**config.mk**
```make
export PLATFORM = sky130hd
export DESIGN_NAME = bsc_lane
export DESIGN_NICKNAME = d
export VERILOG_FILES = /design/src/hdl/bsc_pkg.sv /design/src/hdl/bsc_lane.sv
export SDC_FILE = /design/constraint.sdc
export NUM_CORES = 2
export LEC_CHECK = 0
export BUFFER_PORTS_ARGS = -buffer_cell sky130_fd_sc_hd__buf_4
export CELL_PAD_IN_SITES_DETAIL_PLACEMENT = 0
export CELL_PAD_IN_SITES_GLOBAL_PLACEMENT = 1
export CORE_ASPECT_RATIO = 2
export CORE_MARGIN = 2
export CORE_UTILIZATION = 40
export CTS_CLUSTER_DIAMETER = 150
export DETAILED_ROUTE_END_ITERATION = 8
export GPL_TIMING_DRIVEN = 0
export PLACE_DENSITY_LB_ADDON = 0.15
export SYNTH_ARGS = -nofsm -noshare
export SYNTH_HDL_FRONTEND = slang
export SYNTH_SLANG_ARGS = --single-unit
```
**constraint.sdc**
```tcl
create_clock -name i_clk -period 21.7 [get_ports i_clk]
set_clock_uncertainty 0.05 [all_clocks]
set_input_delay 4.34 -clock i_clk [delete_from_list [all_inputs] [get_ports i_clk]]
set_output_delay 4.34 -clock i_clk [all_outputs]
set_load 0.02 [all_outputs]
```
**src/hdl/bsc_pkg.sv**
```systemverilog
// ----------------------------------------------------------------------------
// bsc_pkg
// Shared types and constants of the cubic B-spline curve sampler.
// ----------------------------------------------------------------------------
package bsc_pkg;

    localparam int COORD_W     = 16;
    localparam int STEP_W      = 6;
    localparam int MAX_STEPS   = 63;
    localparam int STEPS_RESET = 10;
    localparam int SQ_W        = 12;
    localparam int CUBE_W      = 18;
    localparam int DEN_W       = 21;
    localparam int NUM_W       = 20;

    typedef struct packed {
        logic                      start_curve;
        logic signed [COORD_W-1:0] ctrl_x;
        logic signed [COORD_W-1:0] ctrl_y;
        logic signed [COORD_W-1:0] ctrl_z;
    } t_in_item;

    typedef struct packed {
        logic signed [COORD_W-1:0] curve_x;
        logic signed [COORD_W-1:0] curve_y;
        logic signed [COORD_W-1:0] curve_z;
        logic                      last_of_run;
    } t_out_item;

    typedef struct packed {
        logic [COORD_W-1:0] x;
        logic [COORD_W-1:0] y;
        logic [COORD_W-1:0] z;
    } t_point;

    typedef struct packed {
        logic mul_en;
        logic sum_en;
    } t_lane_ctrl;

endpackage

```
**src/hdl/bsc_lane.sv**
```systemverilog
// ----------------------------------------------------------------------------
// bsc_lane
// One coordinate lane: four weighted products, then sum and round.
// ----------------------------------------------------------------------------
module bsc_lane #(
    parameter int FRAC_BITS = 16
) (
    input  logic                                  i_clk,
    input  bsc_pkg::t_lane_ctrl                   i_ctrl,
    input  logic [3:0][FRAC_BITS:0]               i_weight,
    input  logic [3:0][bsc_pkg::COORD_W-1:0]      i_point,
    output logic [bsc_pkg::COORD_W-1:0]           o_coord
);

    localparam int CW     = bsc_pkg::COORD_W;
    localparam int PROD_W = FRAC_BITS + 2 + CW;
    localparam int ACC_W  = PROD_W + 2;
    localparam logic [ACC_W-1:0] HALF = ACC_W'(1) << (FRAC_BITS - 1);

    logic signed [PROD_W-1:0] r_prod [4];
    logic [CW-1:0]            r_coord;
    logic [ACC_W-1:0]         acc;

    always_ff @(posedge i_clk) begin
        if (i_ctrl.mul_en) begin
            for (int k = 0; k < 4; k++) begin
                r_prod[k] <= $signed({1'b0, i_weight[k]}) * $signed(i_point[k]);
            end
        end
        if (i_ctrl.sum_en) begin
            r_coord <= acc[FRAC_BITS +: CW];
        end
    end

    assign acc = ACC_W'(r_prod[0]) + ACC_W'(r_prod[1]) + ACC_W'(r_prod[2])
               + ACC_W'(r_prod[3]) + HALF;

    assign o_coord = r_coord;

endmodule

```
# --- After elaboration in Yosys (flattened, before gate mapping) ---
# Memory sizes are Yosys's and may differ from the RTL's.
# Index checks and enable logic that the tools add are counted.
word_totals:
  ff_bits: 16
  ram_bits: 136
  in_bits: 135
  output_inout_bits: 16
  word_cells: 12
  memories: 1
classes:
  add_sub_neg: 4
  mul: 4
  muxes: 2
mem_list:
  columns: ["name", "depth", "word_bits", "read_ports", "rd_clocked_by_memory_dff", "wr", "line_no", "text"]
  rows:
  - ["r_prod", 4, 34, 4, 0, 4, "bsc_lane.sv:20", "logic signed [PROD_W-1:0] r_prod [4];"]
op_table:
  columns: ["cell", "count"]
  rows:
  - ["$mul A18 B16 Y34", 4]
  - ["$add A32 B32 Y32", 3]
  - ["$add A32 B16 Y32 const B", 1]
  - ["$mux W1", 2]

# --- Depth between registers and ports, before layout ---
depth:
  ltp_word: 4
  ltp_mapped: 25
  depth_no_buf: 22

# --- Least setup slack after synthesis ---
# Ideal clock, no wire load.
synth_path:
  kind: "input port to flip-flop"
  start: "in i_point[24] (netlist name)"
  end: "mem r_prod[1][29] (netlist name) (data pin)"
  setup_time_ps: 262
  arrival_ps: 9945
  t_required_ps: 21388
  slack_ps: 11444
  path_stages: 25
  n_path_buf: 3
  path_cell_list: "clkbuf_1 -> clkbuf_1 -> nand2_1 -> fa_1 -> inv_1 -> fa_1 -> inv_1 -> fa_1 -> inv_1 -> fa_1 -> fa_1 -> inv_1 -> fa_1 -> inv_1 -> ha_1 -> clkbuf_1 -> a21o_1 -> a21o_1 -> a21oi_1 -> nand2_1 -> a221oi_2 -> o21a_1 -> nor2b_1 -> o21ai_1 -> xor2_1"
synth_rtl:
  columns: ["element", "line_no", "text"]
  rows:
  - ["start: declaration", "bsc_lane.sv:11", "input logic [3:0][bsc_pkg::COORD_W-1:0] i_point,"]
  - ["end: declaration", "bsc_lane.sv:20", null]

==> impl_metrics.env <==
export IMPL_status="finished, final reports clean"
export IMPL_yosys_cell_count_top_type="inv_1"
export IMPL_track_usage_pct=24.7
export IMPL_die_y_microns=469
export IMPL_layout_min_cycle_time_ns=11.52
export IMPL_postRouteAntennaNets=0
export IMPL_postSynthAreaPerCell_sq_um=9.53
export IMPL_layout_drive_gt1_share_pct=4.35
export IMPL_async_reset_ff_share_pct=0
export IMPL_ys_ff_latch=144
export IMPL_core_sq_mm=0.107
export IMPL_n_fill_cell=10800
export IMPL_nNetsFinal=6243
export IMPL_arrival_ns=11.62
export IMPL_portBuffers=140
export IMPL_rsz0062_at_grt="false"
export IMPL_worst_slew_pin_slew_ns=0.904
export IMPL_clock_root_buffer="clkbuf_16"
export IMPL_yosys_warnings=0
export IMPL_end_kind="register"
export IMPL_tns_ns=0
export IMPL_vias=30800
export IMPL_r2r_slack_ns=17.04
export IMPL_register_area_sq_mm=0.00432
export IMPL_reg2reg_to="o_coord[13]"
export IMPL_placedInstanceArea_sq_mm=0.0460
export IMPL_tritoncts="yes"
export IMPL_cts_sinks=144
export IMPL_start_util_pct=40.3
export IMPL_grt_pass1_vias=34600
export IMPL_cts_setup_buffers=0
export IMPL_drc=0
export IMPL_multi_input_area_sq_mm=0.0345
export IMPL_place_hpwl_mm=116
export IMPL_cts_clk_slew_worst_paths_ns=0.05
export IMPL_fin_util_pct=43.6
export IMPL_hold_viol=0
export IMPL_detail_route_wl_per_cell_microns=21.8
export IMPL_required_ns=21.80
export IMPL_synth_distinct_cells=74
export IMPL_cts_resized=0
export IMPL_antenna_found_initial=0
export IMPL_dieArea_sq_mm=0.111
export IMPL_clk_latency_ns=0.50
export IMPL_dieWidth_microns=236
export IMPL_grt_max_degree=92
export IMPL_synthCells=4538
export IMPL_cts_buffer_depth=3
export IMPL_grt_pass1_wl_mm=205
export IMPL_num_io_pins=151
export IMPL_hp_class="register to register"
export IMPL_startpoint_type="input port"
export IMPL_netlist_top_cells_count="inv_1 (1018), fa_1 (893), nand2_1 (557)"
export IMPL_synth_top_cell_area_share_pct=41.3
export IMPL_worst_path_max_fanout=10
export IMPL_maxCapViolations=0
export IMPL_synth_fp_nets=6075
export IMPL_relSlewSlack_pct=39.0
export IMPL_wl_mm=133
export IMPL_setup_worst_path_class="input port to register"
export IMPL_setup_violations=0
export IMPL_yosys_area_top_type="fa_1"
export IMPL_hold_depth=3
export IMPL_synth_area_leaders="fa_1 (41%), ha_1 (15%), edfxtp_1 (10%), inv_1 (8.8%), and2_1 (7.5%)"
export IMPL_cts_hold_buf=0
export IMPL_maxSlewViolCount=0
export IMPL_overflow=0
export IMPL_fmax_mhz=86.8
export IMPL_seq_area_frac_synth_pct=10.0
export IMPL_firstDrtPassIters=5
export IMPL_final_area_sq_mm=0.0467
export IMPL_synth_edf_count=144
export IMPL_htreeDepth=4
export IMPL_reg2reg_from="r_prod[0][6]"
export IMPL_fin_crit_sh_pct=53.1
export IMPL_ys_flop_type="edfxtp_1"
export IMPL_place_congestion=0.925
export IMPL_hold_end="o_coord[15]"
export IMPL_area_delta_synth_final_pct=8.12
export IMPL_synth_area_sq_mm=0.0432
export IMPL_rows=170
export IMPL_hp_start="r_prod[0][31]"
export IMPL_cts_buffers_inserted=25
export IMPL_first_iter_violations=1255
export IMPL_viasPerCell=5.06
export IMPL_reg2regPathDepth=13
## cell type report
type | count | share of cell area, %
clock inverter | 6 | 0.163
clock buffer | 26 | 1.35
buffer | 160 | 1.29
timing repair buffer | 141 | 2.32
multi-input combinational | 3213 | 73.7
antenna | 1 | 0.00535
tap | 1376 | 3.68
inverter | 1021 | 8.20
sequential | 144 | 9.25
## cells by family after synthesis
| family | count (synthesis) | synth area share [%] |
|---|---|---|
| AOI/OAI and AO/OA | 349 | 5.48 |
| xor gates and xnor gates | 146 | 2.96 |
| adders and majority gates | 1402 | 56.1 |
| buffers and inverters | 1181 | 10.3 |
| DFF | 144 | 10.0 |
| and+or+nand+nor | 1316 | 15.2 |
## worst max-delay path by stage
stage                 from       endpoint  slack, ns  depth (start not counted)
4_1_cts        i_point[39]  r_prod[2][30]      10.03                         24
6_report       i_point[39]  r_prod[2][30]      10.18                         24
5_1_grt        i_point[39]  r_prod[2][30]      10.00                         24
3_5_place_dp   i_point[39]  r_prod[2][30]       9.54                         24
3_3_place_gp   i_point[39]  r_prod[2][30]       9.58                         24
2_1_floorplan  i_point[24]  r_prod[1][29]      11.44                         25
## state kept, by name, indices dropped and copies added (netlist names)
| register | cells |
|---|---|
| o_coord | 16 |
| r_prod | 128 |
## metal layers
metal  wire (microns)  share of wire [%]  up-vias  track usage, %
met2            77100                 58      601            50.3
met4             6610                5.0        0            10.7
met3             2650                2.0      208           0.953
met1            46600                 35    15900            26.0
li1                 -                  -    14100               -
met5                0                  0        -               0
## placed cells by master (no fill, tap or decap), types with 10 or more instances in the layout
cell type     n
buf_4       139
a21o_1       72
nand2b_1     38
clkbuf_1    156
nor3_1       20
nand3_1      24
xor2_1       37
clkbuf_16    25
and3_1       13
a21oi_1     111
ha_1        509
nand2_1     557
edfxtp_1    144
o21a_1       12
nor2b_1      10
xnor2_1     109
nor2_1       95
fa_1        893
inv_1      1018
o21bai_1     20
and2_1      519
nand4_1      18
o21ai_0      46
a211oi_1     11
## worst max-delay path, stage by stage
cell      delay (ns)
clkbuf_1        0.40
clkbuf_1        0.50
nand2_1         0.16
fa_1            0.58
inv_1           0.06
fa_1            0.51
inv_1           0.06
fa_1            0.56
inv_1           0.06
fa_1            0.40
fa_1            0.51
inv_1           0.05
fa_1            0.47
inv_1           0.04
ha_1            0.41
nand3_1         0.17
nor2_1          0.20
nand2_1         0.11
o21ai_1         0.35
nor4b_4         0.11
o41ai_2         0.54
a311o_1         0.23
a21oi_1         0.07
xnor2_1         0.68
## per-stage QoR
step | setup WS [ns] | hold slack (ns) | instances
floorplan | 11.44 | 0.700 | 4538
global placement | 9.58 | 0.808 | 6054
detailed placement | 9.54 | 0.795 | 6055
CTS | 10.03 | 0.810 | 6087
global route | 10.00 | 0.824 | 6087
finish | 10.18 | 0.803 | 6088
Power is not shown: default switching activity piles up to over one toggle a cycle in this logic, so the estimate is an artifact.
