## src/hdl/bsc_pkg.sv

```systemverilog
// ----------------------------------------------------------------------------
// bsc_pkg
// Shared types and constants of the cubic B-spline curve sampler.
// ----------------------------------------------------------------------------
package bsc_pkg;

    localparam int COORD_W     = 16;
    localparam int STEP_W      = 6;
    localparam int MAX_STEPS   = 63;
    localparam int STEPS_RESET = 10;
    localparam int SQ_W        = 12;
    localparam int CUBE_W      = 18;
    localparam int DEN_W       = 21;
    localparam int NUM_W       = 20;

    typedef struct packed {
        logic                      start_curve;
        logic signed [COORD_W-1:0] ctrl_x;
        logic signed [COORD_W-1:0] ctrl_y;
        logic signed [COORD_W-1:0] ctrl_z;
    } t_in_item;

    typedef struct packed {
        logic signed [COORD_W-1:0] curve_x;
        logic signed [COORD_W-1:0] curve_y;
        logic signed [COORD_W-1:0] curve_z;
        logic                      last_of_run;
    } t_out_item;

    typedef struct packed {
        logic [COORD_W-1:0] x;
        logic [COORD_W-1:0] y;
        logic [COORD_W-1:0] z;
    } t_point;

    typedef struct packed {
        logic mul_en;
        logic sum_en;
    } t_lane_ctrl;

endpackage

```

## src/hdl/bsc_wdiv.sv

```systemverilog
// ----------------------------------------------------------------------------
// bsc_wdiv
// Iterative weight divider: round(num * 2^FRAC_BITS / den), four quotient
// bits per cycle.
// ----------------------------------------------------------------------------
module bsc_wdiv #(
    parameter int FRAC_BITS = 16
) (
    input  logic                      i_clk,
    input  logic                      i_rst_n,
    input  logic                      i_start,
    input  logic [bsc_pkg::NUM_W-1:0] i_num,
    input  logic [bsc_pkg::DEN_W-1:0] i_den,
    output logic [FRAC_BITS:0]        o_weight,
    output logic                      o_done
);

    localparam int QB    = FRAC_BITS + 1;
    localparam int RADIX = 4;
    localparam int ITERS = (QB + RADIX - 1) / RADIX;
    localparam int QBP   = ITERS * RADIX;
    localparam int CNT_W = $clog2(ITERS + 1);
    localparam int DW    = bsc_pkg::DEN_W;

    logic [DW-1:0]    r_rem;
    logic [QBP-1:0]   r_quo;
    logic [CNT_W-1:0] r_cnt;
    logic             r_busy;
    logic             r_done;
    logic [DW-1:0]    n_rem;
    logic [QBP-1:0]   n_quo;
    logic [QB:0]      q_round;

    always_comb begin
        logic [DW:0]      rem2;
        logic [DW-1:0]    rem;
        logic [RADIX-1:0] bits;
        rem  = r_rem;
        bits = '0;
        for (int k = 0; k < RADIX; k++) begin
            rem2 = {rem, 1'b0};
            if (rem2 >= {1'b0, i_den}) begin
                bits[RADIX-1-k] = 1'b1;
                rem2 = rem2 - {1'b0, i_den};
            end
            rem = rem2[DW-1:0];
        end
        n_rem = rem;
        n_quo = {r_quo[QBP-RADIX-1:0], bits};
    end

    always_ff @(posedge i_clk) begin
        if (!i_rst_n) begin
            r_busy <= 1'b0;
            r_done <= 1'b0;
            r_cnt  <= '0;
        end else begin
            r_done <= 1'b0;
            if (i_start) begin
                r_busy <= 1'b1;
                r_cnt  <= CNT_W'(ITERS);
            end else if (r_busy) begin
                r_cnt <= r_cnt - CNT_W'(1);
                if (r_cnt == CNT_W'(1)) begin
                    r_busy <= 1'b0;
                    r_done <= 1'b1;
                end
            end
        end
    end

    always_ff @(posedge i_clk) begin
        if (i_start) begin
            r_rem <= DW'(i_num);
            r_quo <= '0;
        end else if (r_busy) begin
            r_rem <= n_rem;
            r_quo <= n_quo;
        end
    end

    // The quotient carries one extra fraction bit; adding one and dropping it
    // rounds half up.
    assign q_round  = {1'b0, r_quo[QBP-1 -: QB]} + (QB + 1)'(1);
    assign o_weight = q_round[QB:1];
    assign o_done   = r_done;

endmodule

```

## config.mk

```make
export PLATFORM = sky130hd
export DESIGN_NAME = bsc_wdiv
export DESIGN_NICKNAME = d
export VERILOG_FILES = /design/src/hdl/bsc_pkg.sv /design/src/hdl/bsc_wdiv.sv
export SDC_FILE = /design/constraint.sdc
export NUM_CORES = 1
export LEC_CHECK = 0
export CORE_MARGIN = 3
export CORE_UTILIZATION = 40
export DETAILED_ROUTE_END_ITERATION = 7
export DONT_BUFFER_PORTS = 1
export PLACE_DENSITY = 0.55
export SYNTH_ARGS = -nofsm -noshare
export SYNTH_HDL_FRONTEND = slang
export SYNTH_SLANG_ARGS = --single-unit
export TNS_END_PERCENT = 10
```

## constraint.sdc

```tcl
create_clock -name i_clk -period 9.7 [get_ports i_clk]
set_input_delay 0.485 -clock i_clk [delete_from_list [all_inputs] [get_ports i_clk]]
set_output_delay 0.485 -clock i_clk [all_outputs]
set_load 0.01 [all_outputs]
```

== After elaboration in Yosys (flattened, before gate mapping) ==
Index checks and enable logic that the tools add are counted.
Word-level totals
  register bits after elaboration: 46
  word-level logic and storage cells: 39
Cells by class
  add/sub/neg operators: 6
  magnitude comparators: 4
  equal/unequal tests: 1
  mux-type cells: 16
  bitwise gates (word level): 2
  reductions and logical operators: 3
Operators with widths (count)
  22-bit by 21-bit >= comparator with 1-bit output: 4
  21-bit two-way mux: 4
  21-bit subtractor: 4
  20-bit two-way mux: 2
  17-bit by 1-bit adder with 18-bit output (second input constant): 1
  1-bit two-way mux: 8
  3-bit two-way mux: 2
  3-bit by 1-bit == test with 1-bit output (second input constant): 1
  3-bit OR reduction: 1
  3-bit by 1-bit subtractor with 3-bit output (second input constant): 1
  1-bit inverter: 2
  2-bit nonzero test: 1
  2-bit OR reduction: 1

== Logic depth before layout (Yosys ltp) ==
Gate-level depths: netlist of the first run.
  depth after elaboration: 10
  depth in mapped cells: 51
  mapped depth without buffers: 43

== Worst setup path after synthesis of the first run ==
Ideal clock, no wire load.
  path type: input to register
  from: in i_den[0] (netlist name)
  to: reg r_rem[13] (data pin)
  arrival: 9.910 ns
  required time: 9.445 ns
  slack: -0.466 ns
  cell stages on the path: 47
  cells stage by stage: buf_2 -> inv_1 -> fa_1 -> a211oi_1 -> o21ai_2 -> nand3b_4 -> a31oi_2 -> nor2_1 -> clkbuf_1 -> clkbuf_1 -> o21ai_0 -> ha_1 -> nand4_1 -> nor4_1 -> o21ai_0 -> a31oi_1 -> nand4_1 -> nand2_1 -> [11 not listed] -> o41a_4 -> nor2_2 -> mux2i_2 -> buf_6 -> mux2_2 -> ha_1 -> a21oi_1 -> o221ai_1 -> a41oi_1 -> o21ai_0 -> a211o_1 -> a21o_1 -> a21o_1 -> nor3_1 -> o31a_1 -> buf_6 -> o31ai_1 -> a31o_1
On the way
  longest elaborated chain between the ends: 10
  elaborated cells between the ends (all ways): 14
  classes of those cells: add/sub: 4; order compare: 4; mux: 6
Ends and longest elaborated chain
  start, declared: RTL line bsc_wdiv.sv:13  | input logic [bsc_pkg::DEN_W-1:0] i_den,
  21-bit subtractor or 22-bit by 21-bit >= comparator with 1-bit output (tied branches): RTL line bsc_wdiv.sv:44, bsc_wdiv.sv:42
  21-bit two-way mux: RTL line bsc_wdiv.sv:42  | if (rem2 >= {1'b0, i_den}) begin
  21-bit subtractor or 22-bit by 21-bit >= comparator with 1-bit output (tied branches): RTL line bsc_wdiv.sv:44, bsc_wdiv.sv:42
  21-bit two-way mux: RTL line bsc_wdiv.sv:42
  21-bit subtractor or 22-bit by 21-bit >= comparator with 1-bit output (tied branches): RTL line bsc_wdiv.sv:44, bsc_wdiv.sv:42
  21-bit two-way mux: RTL line bsc_wdiv.sv:42
  21-bit subtractor or 22-bit by 21-bit >= comparator with 1-bit output (tied branches): RTL line bsc_wdiv.sv:44, bsc_wdiv.sv:42
  21-bit two-way mux *: RTL line bsc_wdiv.sv:42
  20-bit two-way mux *: RTL line bsc_wdiv.sv:76  | end else if (r_busy) begin
  20-bit two-way mux *: RTL line bsc_wdiv.sv:73  | if (i_start) begin
  end signal, assigned: RTL line bsc_wdiv.sv:74  | r_rem <= DW'(i_num);
  end signal, assigned: RTL line bsc_wdiv.sv:77  | r_rem <= n_rem;
  end, declared: RTL line bsc_wdiv.sv:25  | logic [DW-1:0] r_rem;
Every way passes the cells marked *; elsewhere a longest branch is shown, timed or not. The select of a mux whose other input is x is not followed.
A chain may end at the register's enable or synchronous reset.

== Worst setup path after layout of the first run ==
  from: reg r_rem[14]
  to: reg r_rem[19] (data pin)
On the way
  longest elaborated chain between the ends: 10
  elaborated cells between the ends (all ways): 14
  classes of those cells: add/sub: 4; order compare: 4; mux: 6
Ends and longest elaborated chain (RTL line)
  21-bit subtractor or 22-bit by 21-bit >= comparator with 1-bit output (tied branches): bsc_wdiv.sv:44, bsc_wdiv.sv:42
  21-bit two-way mux *: bsc_wdiv.sv:42
  21-bit subtractor or 22-bit by 21-bit >= comparator with 1-bit output (tied branches): bsc_wdiv.sv:44, bsc_wdiv.sv:42
  21-bit two-way mux *: bsc_wdiv.sv:42
  21-bit subtractor or 22-bit by 21-bit >= comparator with 1-bit output (tied branches): bsc_wdiv.sv:44, bsc_wdiv.sv:42
  21-bit two-way mux *: bsc_wdiv.sv:42
  21-bit subtractor or 22-bit by 21-bit >= comparator with 1-bit output (tied branches): bsc_wdiv.sv:44, bsc_wdiv.sv:42
  21-bit two-way mux *: bsc_wdiv.sv:42
  20-bit two-way mux *: bsc_wdiv.sv:76
  20-bit two-way mux *: bsc_wdiv.sv:73
Marks and branches as above.

==> metrics, run 1 <==
outcome=complete, no violations; GP Congestion=0.9331; Critical Path Slowest Stage Cell=edfxtp_1; CTS root buf=clkbuf_16; Post-Syn Area per Cell=7.874 sq um; DR DRC count=0; final slew viol count=0; Hold Crit Start=i_start; total clock buffers created by CTS=5; Hold Path Sink=r_quo[0]; number of global-route vias before repair=6656; layout filler cell count=around 1.6k; clock transition at the registers of the reported paths=0.07 ns; Starting Density=0.4171; Final Non-Filler Cells=1252; die span in y=~140 microns; endpoints failing setup=0; Die X=between 100 and 150 microns; Worst-Margin Slew=0.6577 ns; DRT iter0 DRCs=519; gr usage total=0.2276; Hold Path Class=in -> reg; CP required=9.75 ns; largest net degree at the start of global routing=68; Worst-Skew Late Latency=just under 0.3 ns; RR Startpoint=r_rem[14]; setup slack, reg-to-reg=0.26 ns; Worst setup EP type=flop; Vias/cell=5.788; via count=7247; antenna violations before repair=0; Sequential cell area=1121 sq um; sequential area share after synthesis=0.1593; port bufs=0; placed cells=1227; Mapped Nets=1023; Tmin final=~9.4 ns; crit path DAT=9.50 ns; CTS tree=yes; antenna viol nets, final=0; CTS Sinks=46; Mapped Cells=894; max frequency=0.1059 GHz; FF-to-FF End=r_rem[19]; Final nets=1160; Detailed Route WL=23950 microns; FP Rows=47; Post-Syn Area=7039 sq um; Post-synth ARST share=0; Crit path top cell by count=buf_4; drt first pass iters=5; grt total ovfl=0; Multi-input gate area=6042 sq um; core box area=16880 sq um; WL/cell=about 19 microns; cells on worst reg2reg path=between 40 and 50; Worst Skew=0.004505 ns; Tcrit/Tclk final=0.9735; max_cap viols=0; first-pass GRT wire length=35580 microns; Worst slew margin=0.5588; Startpoint Class=flop; CP max stage delay=0.53 ns; antenna cells=0; Ys Warns=0; synth unique cells=83; final hold viol count=0; WS Path Type=reg -> reg; Bufs on Longest Clock Path=2; hold-critical path depth=1; Synth Register Bits=46; Critical Path Fanout Max=10; H-tree Lvls=2; Synth Flop Type=dfxtp_1; CTS Hold Buffers Added=0; die area=about 19000 sq um; Post-synth EDFFs=20; DP Wirelength=between 15000 and 20000 microns; fraction of layout cells with a size suffix above 1=0.2636; Syn-to-layout area delta=28.21%; # IOs=62
==> registers in the layout (all words and copies together), names as in the netlist <==
signal	cells
r_rem	21
r_quo	20
r_cnt	3
o_done	1
r_busy	1
==> cell type report <==
| class | count | area share |
|---|---|---|
| clock buffers | 5 | 0.01386 |
| repair buffers | 160 | 0.1420 |
| well taps | 220 | 0.03050 |
| multi-input cells | 776 | 0.6695 |
| inverters | 42 | 0.01747 |
| clock inverters | 3 | 0.002495 |
| flip-flops and latches | 46 | 0.1242 |
==> placed cells by master, fill, tap and decap left out, types with 23 or more instances in the layout <==
| master | n |
|---|---|
| a21o_1 | 28 |
| a21oi_1 | 65 |
| buf_4 | 153 |
| dfxtp_1 | 26 |
| ha_1 | 70 |
| inv_1 | 41 |
| mux2i_1 | 23 |
| nand2_1 | 81 |
| nand3_1 | 29 |
| nor2_1 | 76 |
| xnor2_1 | 48 |
| xor2_1 | 27 |
==> worst max-delay path by stage <==
stage                         start  slack [ns]  cells after the start         to
after global placement     i_den[9]       -0.22                     45   r_rem[4]
after CTS                 r_rem[14]        0.01                     44   r_rem[4]
final                     r_rem[14]        0.26                     44  r_rem[19]
after floorplan            i_den[0]        0.01                     46  r_rem[13]
after global routing       r_rem[0]       -0.08                     45  r_rem[19]
after detailed placement   i_den[1]       -0.21                     45   r_rem[9]
==> cell usage after synthesis (4+ instances only) <==
cell       count  area share
buf_2          9      0.0064
or3_1          4      0.0036
or2_2          9      0.0080
clkbuf_1      12      0.0064
xor2_1        28       0.035
mux2i_1       26       0.037
nand2_1       82       0.044
buf_1          5      0.0027
and4_1         4      0.0050
o21ai_0       31       0.022
edfxtp_1      20       0.085
mux2_2        20       0.032
and3_1         9      0.0080
a211o_1        5      0.0062
nor3_1        21       0.015
nor2_1        80       0.043
ha_1          84        0.15
a211oi_1       8      0.0085
nand3_1       30       0.021
a21o_1        29       0.031
a41oi_1        4      0.0050
a31o_1         7      0.0087
o2111ai_1      4      0.0050
nand2b_1      16       0.014
o311ai_1      12       0.015
o211ai_1       8      0.0085
o41a_1         4      0.0064
o31ai_1       14       0.015
o21bai_1       4      0.0043
xnor2_1       49       0.061
o21a_1        20       0.021
dfxtp_1       26       0.074
nor2b_1        9      0.0080
a31oi_1        6      0.0053
o31a_1         4      0.0050
inv_1         41       0.022
a21oi_1       75       0.053
nand4_1        8      0.0071
==> critical path: cells and delay by family (launching register included) <==
family          cells  cell delay (ns)
compound gates     15             3.17
buf+inv             7             1.09
simple gates       15             2.32
mux                 3             0.89
flops               1             0.53
fa+ha+maj           4             1.17
==> routing by layer <==
layer	routed length, microns	global-route usage	share of wire	vias up
met5	0	0	0	-
met3	1446	0.03759	0.060	31
li1	-	-	-	3608
met1	11700	0.3324	0.49	3424
met4	374	0.05407	0.016	0
met2	10430	0.3512	0.44	184
==> per-stage QoR <==
step	setup WS, ns	util	hold WS [ns]	instance area, sq um	TNS, ns
3_3_place_gp	-0.2192	0.4910	0.4716	8287	-3.671
3_5_place_dp	-0.2067	0.4910	0.4762	8287	-3.049
4_1_cts	0.01090	0.5051	0.2508	8524	0
6_report	0.2574	0.5347	0.2674	9025	0
2_1_floorplan	0.01134	-	0.4565	7059	0
5_1_grt	-0.07656	0.5347	0.2516	9025	-0.7688
==> logic make-up after synthesis <==
family | after synthesis | synth area share
fa+ha+maj | 85 | 0.1522
flops | 46 | 0.1593
xor+xnor | 77 | 0.09581
mux | 51 | 0.07785
compound gates | 269 | 0.2675
buf+inv | 73 | 0.04479
simple gates | 293 | 0.2026
==> timing repair <==
action,4_1_cts,5_1_grt
pin swaps,0,19
resized for setup,15,67
gates cloned,0,3
buffers inserted,0,14
setup endpoints to repair,21,22
Power of run 1 is left out: the tool's default activity adds up to more than one toggle a clock period on the data nets, which glitch-free logic cannot reach.
==> run 2, diff against run 1 <==
--- a/config.mk
+++ b/config.mk
@@ -5,6 +5,7 @@
 export SDC_FILE = /design/constraint.sdc
 export NUM_CORES = 1
 export LEC_CHECK = 0
+export CORE_ASPECT_RATIO = 1.4
 export CORE_MARGIN = 3
 export CORE_UTILIZATION = 40
 export DETAILED_ROUTE_END_ITERATION = 7
==> run 2 against run 1 <==
  * Register-to-register slack got worse by 0.08 ns
  * Maximum frequency fell by 0.79%
  * Die area rose by 0.12%
  * First-iteration DRC count is 41% lower
==> metrics, run 2 (synthesis gave the netlist of run 1 again) <==
antenna violations before repair=0 (unchanged); final slew viol count=0 (unchanged); total clock buffers created by CTS=5 (unchanged); DRT iter0 DRCs=308 (-41%); port bufs=0 (unchanged); largest net degree at the start of global routing=68 (unchanged); setup slack, reg-to-reg=0.18 ns (-0.08 ns); CP max stage delay=0.49 ns (-0.04 ns); Post-DP Area=9190 sq um (+11%); Final Non-Filler Cells=1387 (+11%); DP Wirelength=20220 microns (+6.5%); met3 GRT Util=0.02224 (-0.01535); Bufs on Longest Clock Path=2 (unchanged); clock transition at the registers of the reported paths=0.07 ns (about the same); critical path capture point=r_rem[12]; WL/cell=18.59 microns (-2.8%); antenna viol nets, final=0 (unchanged); CTS root buf=clkbuf_16; Starting Density=0.4134 (-0.003647); Startpoint Class=flop; Final nets=1283 (+11%); outcome=complete, no violations; Top Registers=r_rem x21, r_quo x20, r_cnt x3; CP required=9.73 ns (-0.02 ns); Die X=118.1 microns (-15%); Worst-Skew Late Latency=0.30 ns (about the same); Hold Path Class=in -> reg; final hold viol count=0 (unchanged); Syn-to-layout area delta=46.59%; via count=7772 (+7.2%); Tmin final=9.518 ns (+0.07537 ns); endpoints failing setup=0 (unchanged); max_cap viols=0 (unchanged); Worst slew margin=0.5455 (-0.01328); FP Rows=56 (+19%); FF-to-FF End=r_rem[12]; Final Instance Area=10320 sq um (+14%); Top reg by flops=r_rem; most common cell after layout, fill and taps aside=buf_4; number of global-route vias before repair=7808 (+17%); DR DRC count=0 (unchanged); first-pass GRT wire length=38270 microns (+7.6%); WS Path Type=reg -> reg; most frequent cells in the layout=265 x buf_4, 77 x nand2_1, 76 x nor2_1; Worst-Margin Slew=0.6775 ns (+0.01980 ns); antenna cells=0 (unchanged); cells on worst reg2reg path=45 (+2.3%); Detailed Route WL=25790 microns (+7.7%); layout filler cell count=1562 (-2.9%); Worst Skew=0.008433 ns (+0.003929 ns); crit path DAT=9.55 ns (+0.05 ns); CTS tree=yes; GR Util met2=0.4775 (+0.1263); Tcrit/Tclk final=0.9812 (+0.007770); die span in y=163.0 microns (+18%); fraction of layout cells with a size suffix above 1=0.3706 (+0.1070); max frequency=0.1051 GHz (-0.79%); Critical Path Fanout Max=7 (-3); GP Congestion=0.9372 (+0.44%); core box area=17030 sq um (+0.88%); Vias/cell=5.603 (-3.2%); gr busiest metal=met2; RSZ-0062 raised after global routing=yes; RR Startpoint=r_rem[0]; placed cells=1354 (+10%); # IOs=62 (unchanged); gr usage total=0.2473 (+0.01971); die area=19250 sq um (+0.12%); WHS=0.2505 ns (-0.01695 ns); CTS Sinks=46 (unchanged); Critical path origin=r_rem[0]; CTS Hold Buffers Added=0 (unchanged); grt total ovfl=0 (unchanged); drt first pass iters=7 (+2); Critical Path Slowest Stage Cell=edfxtp_1; GRT met1 Usage=0.2749 (-0.05756); H-tree Lvls=2 (unchanged); setup TNS=0 ns (unchanged); max reg flops=21 (unchanged); Worst setup EP type=flop
run 2: changes by cell type in the layout (fill, tap and decap cells not counted), sizes merged:
| cell | previous run | this run |
|---|---|---|
| buf | 158 | 279 |
| clkbuf | 7 | 10 |
| clkinv | 1 | 2 |
| clkinvlp | 1 | 0 |
| inv | 43 | 42 |
run 2: routing by layer:
layer / vias to the layer above / wire [microns]
li1: 3844 / -
met1: 3688 / 10380
met2: 175 / 13450
met3: 65 / 778
met4: 0 / 1177
met5: - / 0
run 2: how the worst min path moves through the flow:
stage                     startpoint       end  slack (ns)  cells past startpoint
after floorplan             r_cnt[1]  r_cnt[1]        0.46                      2
after global routing         i_start  r_quo[0]        0.24                      1
after detailed placement    r_cnt[1]  r_cnt[1]        0.48                      2
final                        i_start  r_quo[0]        0.25                      1
after global placement      r_cnt[1]  r_cnt[1]        0.47                      2
after CTS                    i_start  r_quo[0]        0.24                      1
run 2: worst max-delay path, delay by kind of cell, from the launching register on:
kind                       cells  cell delay (ns)
AOI/OAI and AO/OA             20             4.10
DFF                            1             0.49
buffers and inverters          7             1.03
and+or+nand+nor               11             1.90
muxes                          2             0.48
adders and majority gates      5             1.23
run 2: stage by stage:
stage               worst slack (ns)  utilization
floorplan                    0.01134            -
global placement             -0.4671       0.5398
detailed placement           -0.5017       0.5398
CTS                          0.01489       0.5540
global route                 -0.2222       0.6060
finish                        0.1820       0.6060
run 2: cell type report:
| class | count | area [sq um] | share of cell area |
|---|---|---|---|
| multi-input combinational | 776 | 6335 | 0.6139 |
| timing repair buffer | 283 | 2265 | 0.2195 |
| sequential | 46 | 1121 | 0.1086 |
| tap | 232 | 290.3 | 0.02813 |
| inverter | 42 | 157.7 | 0.01528 |
| clock buffer | 6 | 138.9 | 0.01346 |
| clock inverter | 2 | 11.26 | 0.001091 |
run 2: timing repair:
item | CTS | global route
setup buffers | 0 | 20
setup endpoints to repair | 22 | 22
pin swaps | 4 | 54
gates resized for setup | 17 | 115
hold endpoints to repair | 0 | 0
cloned | 1 | 5
Power of run 2 is left out for the same reason.
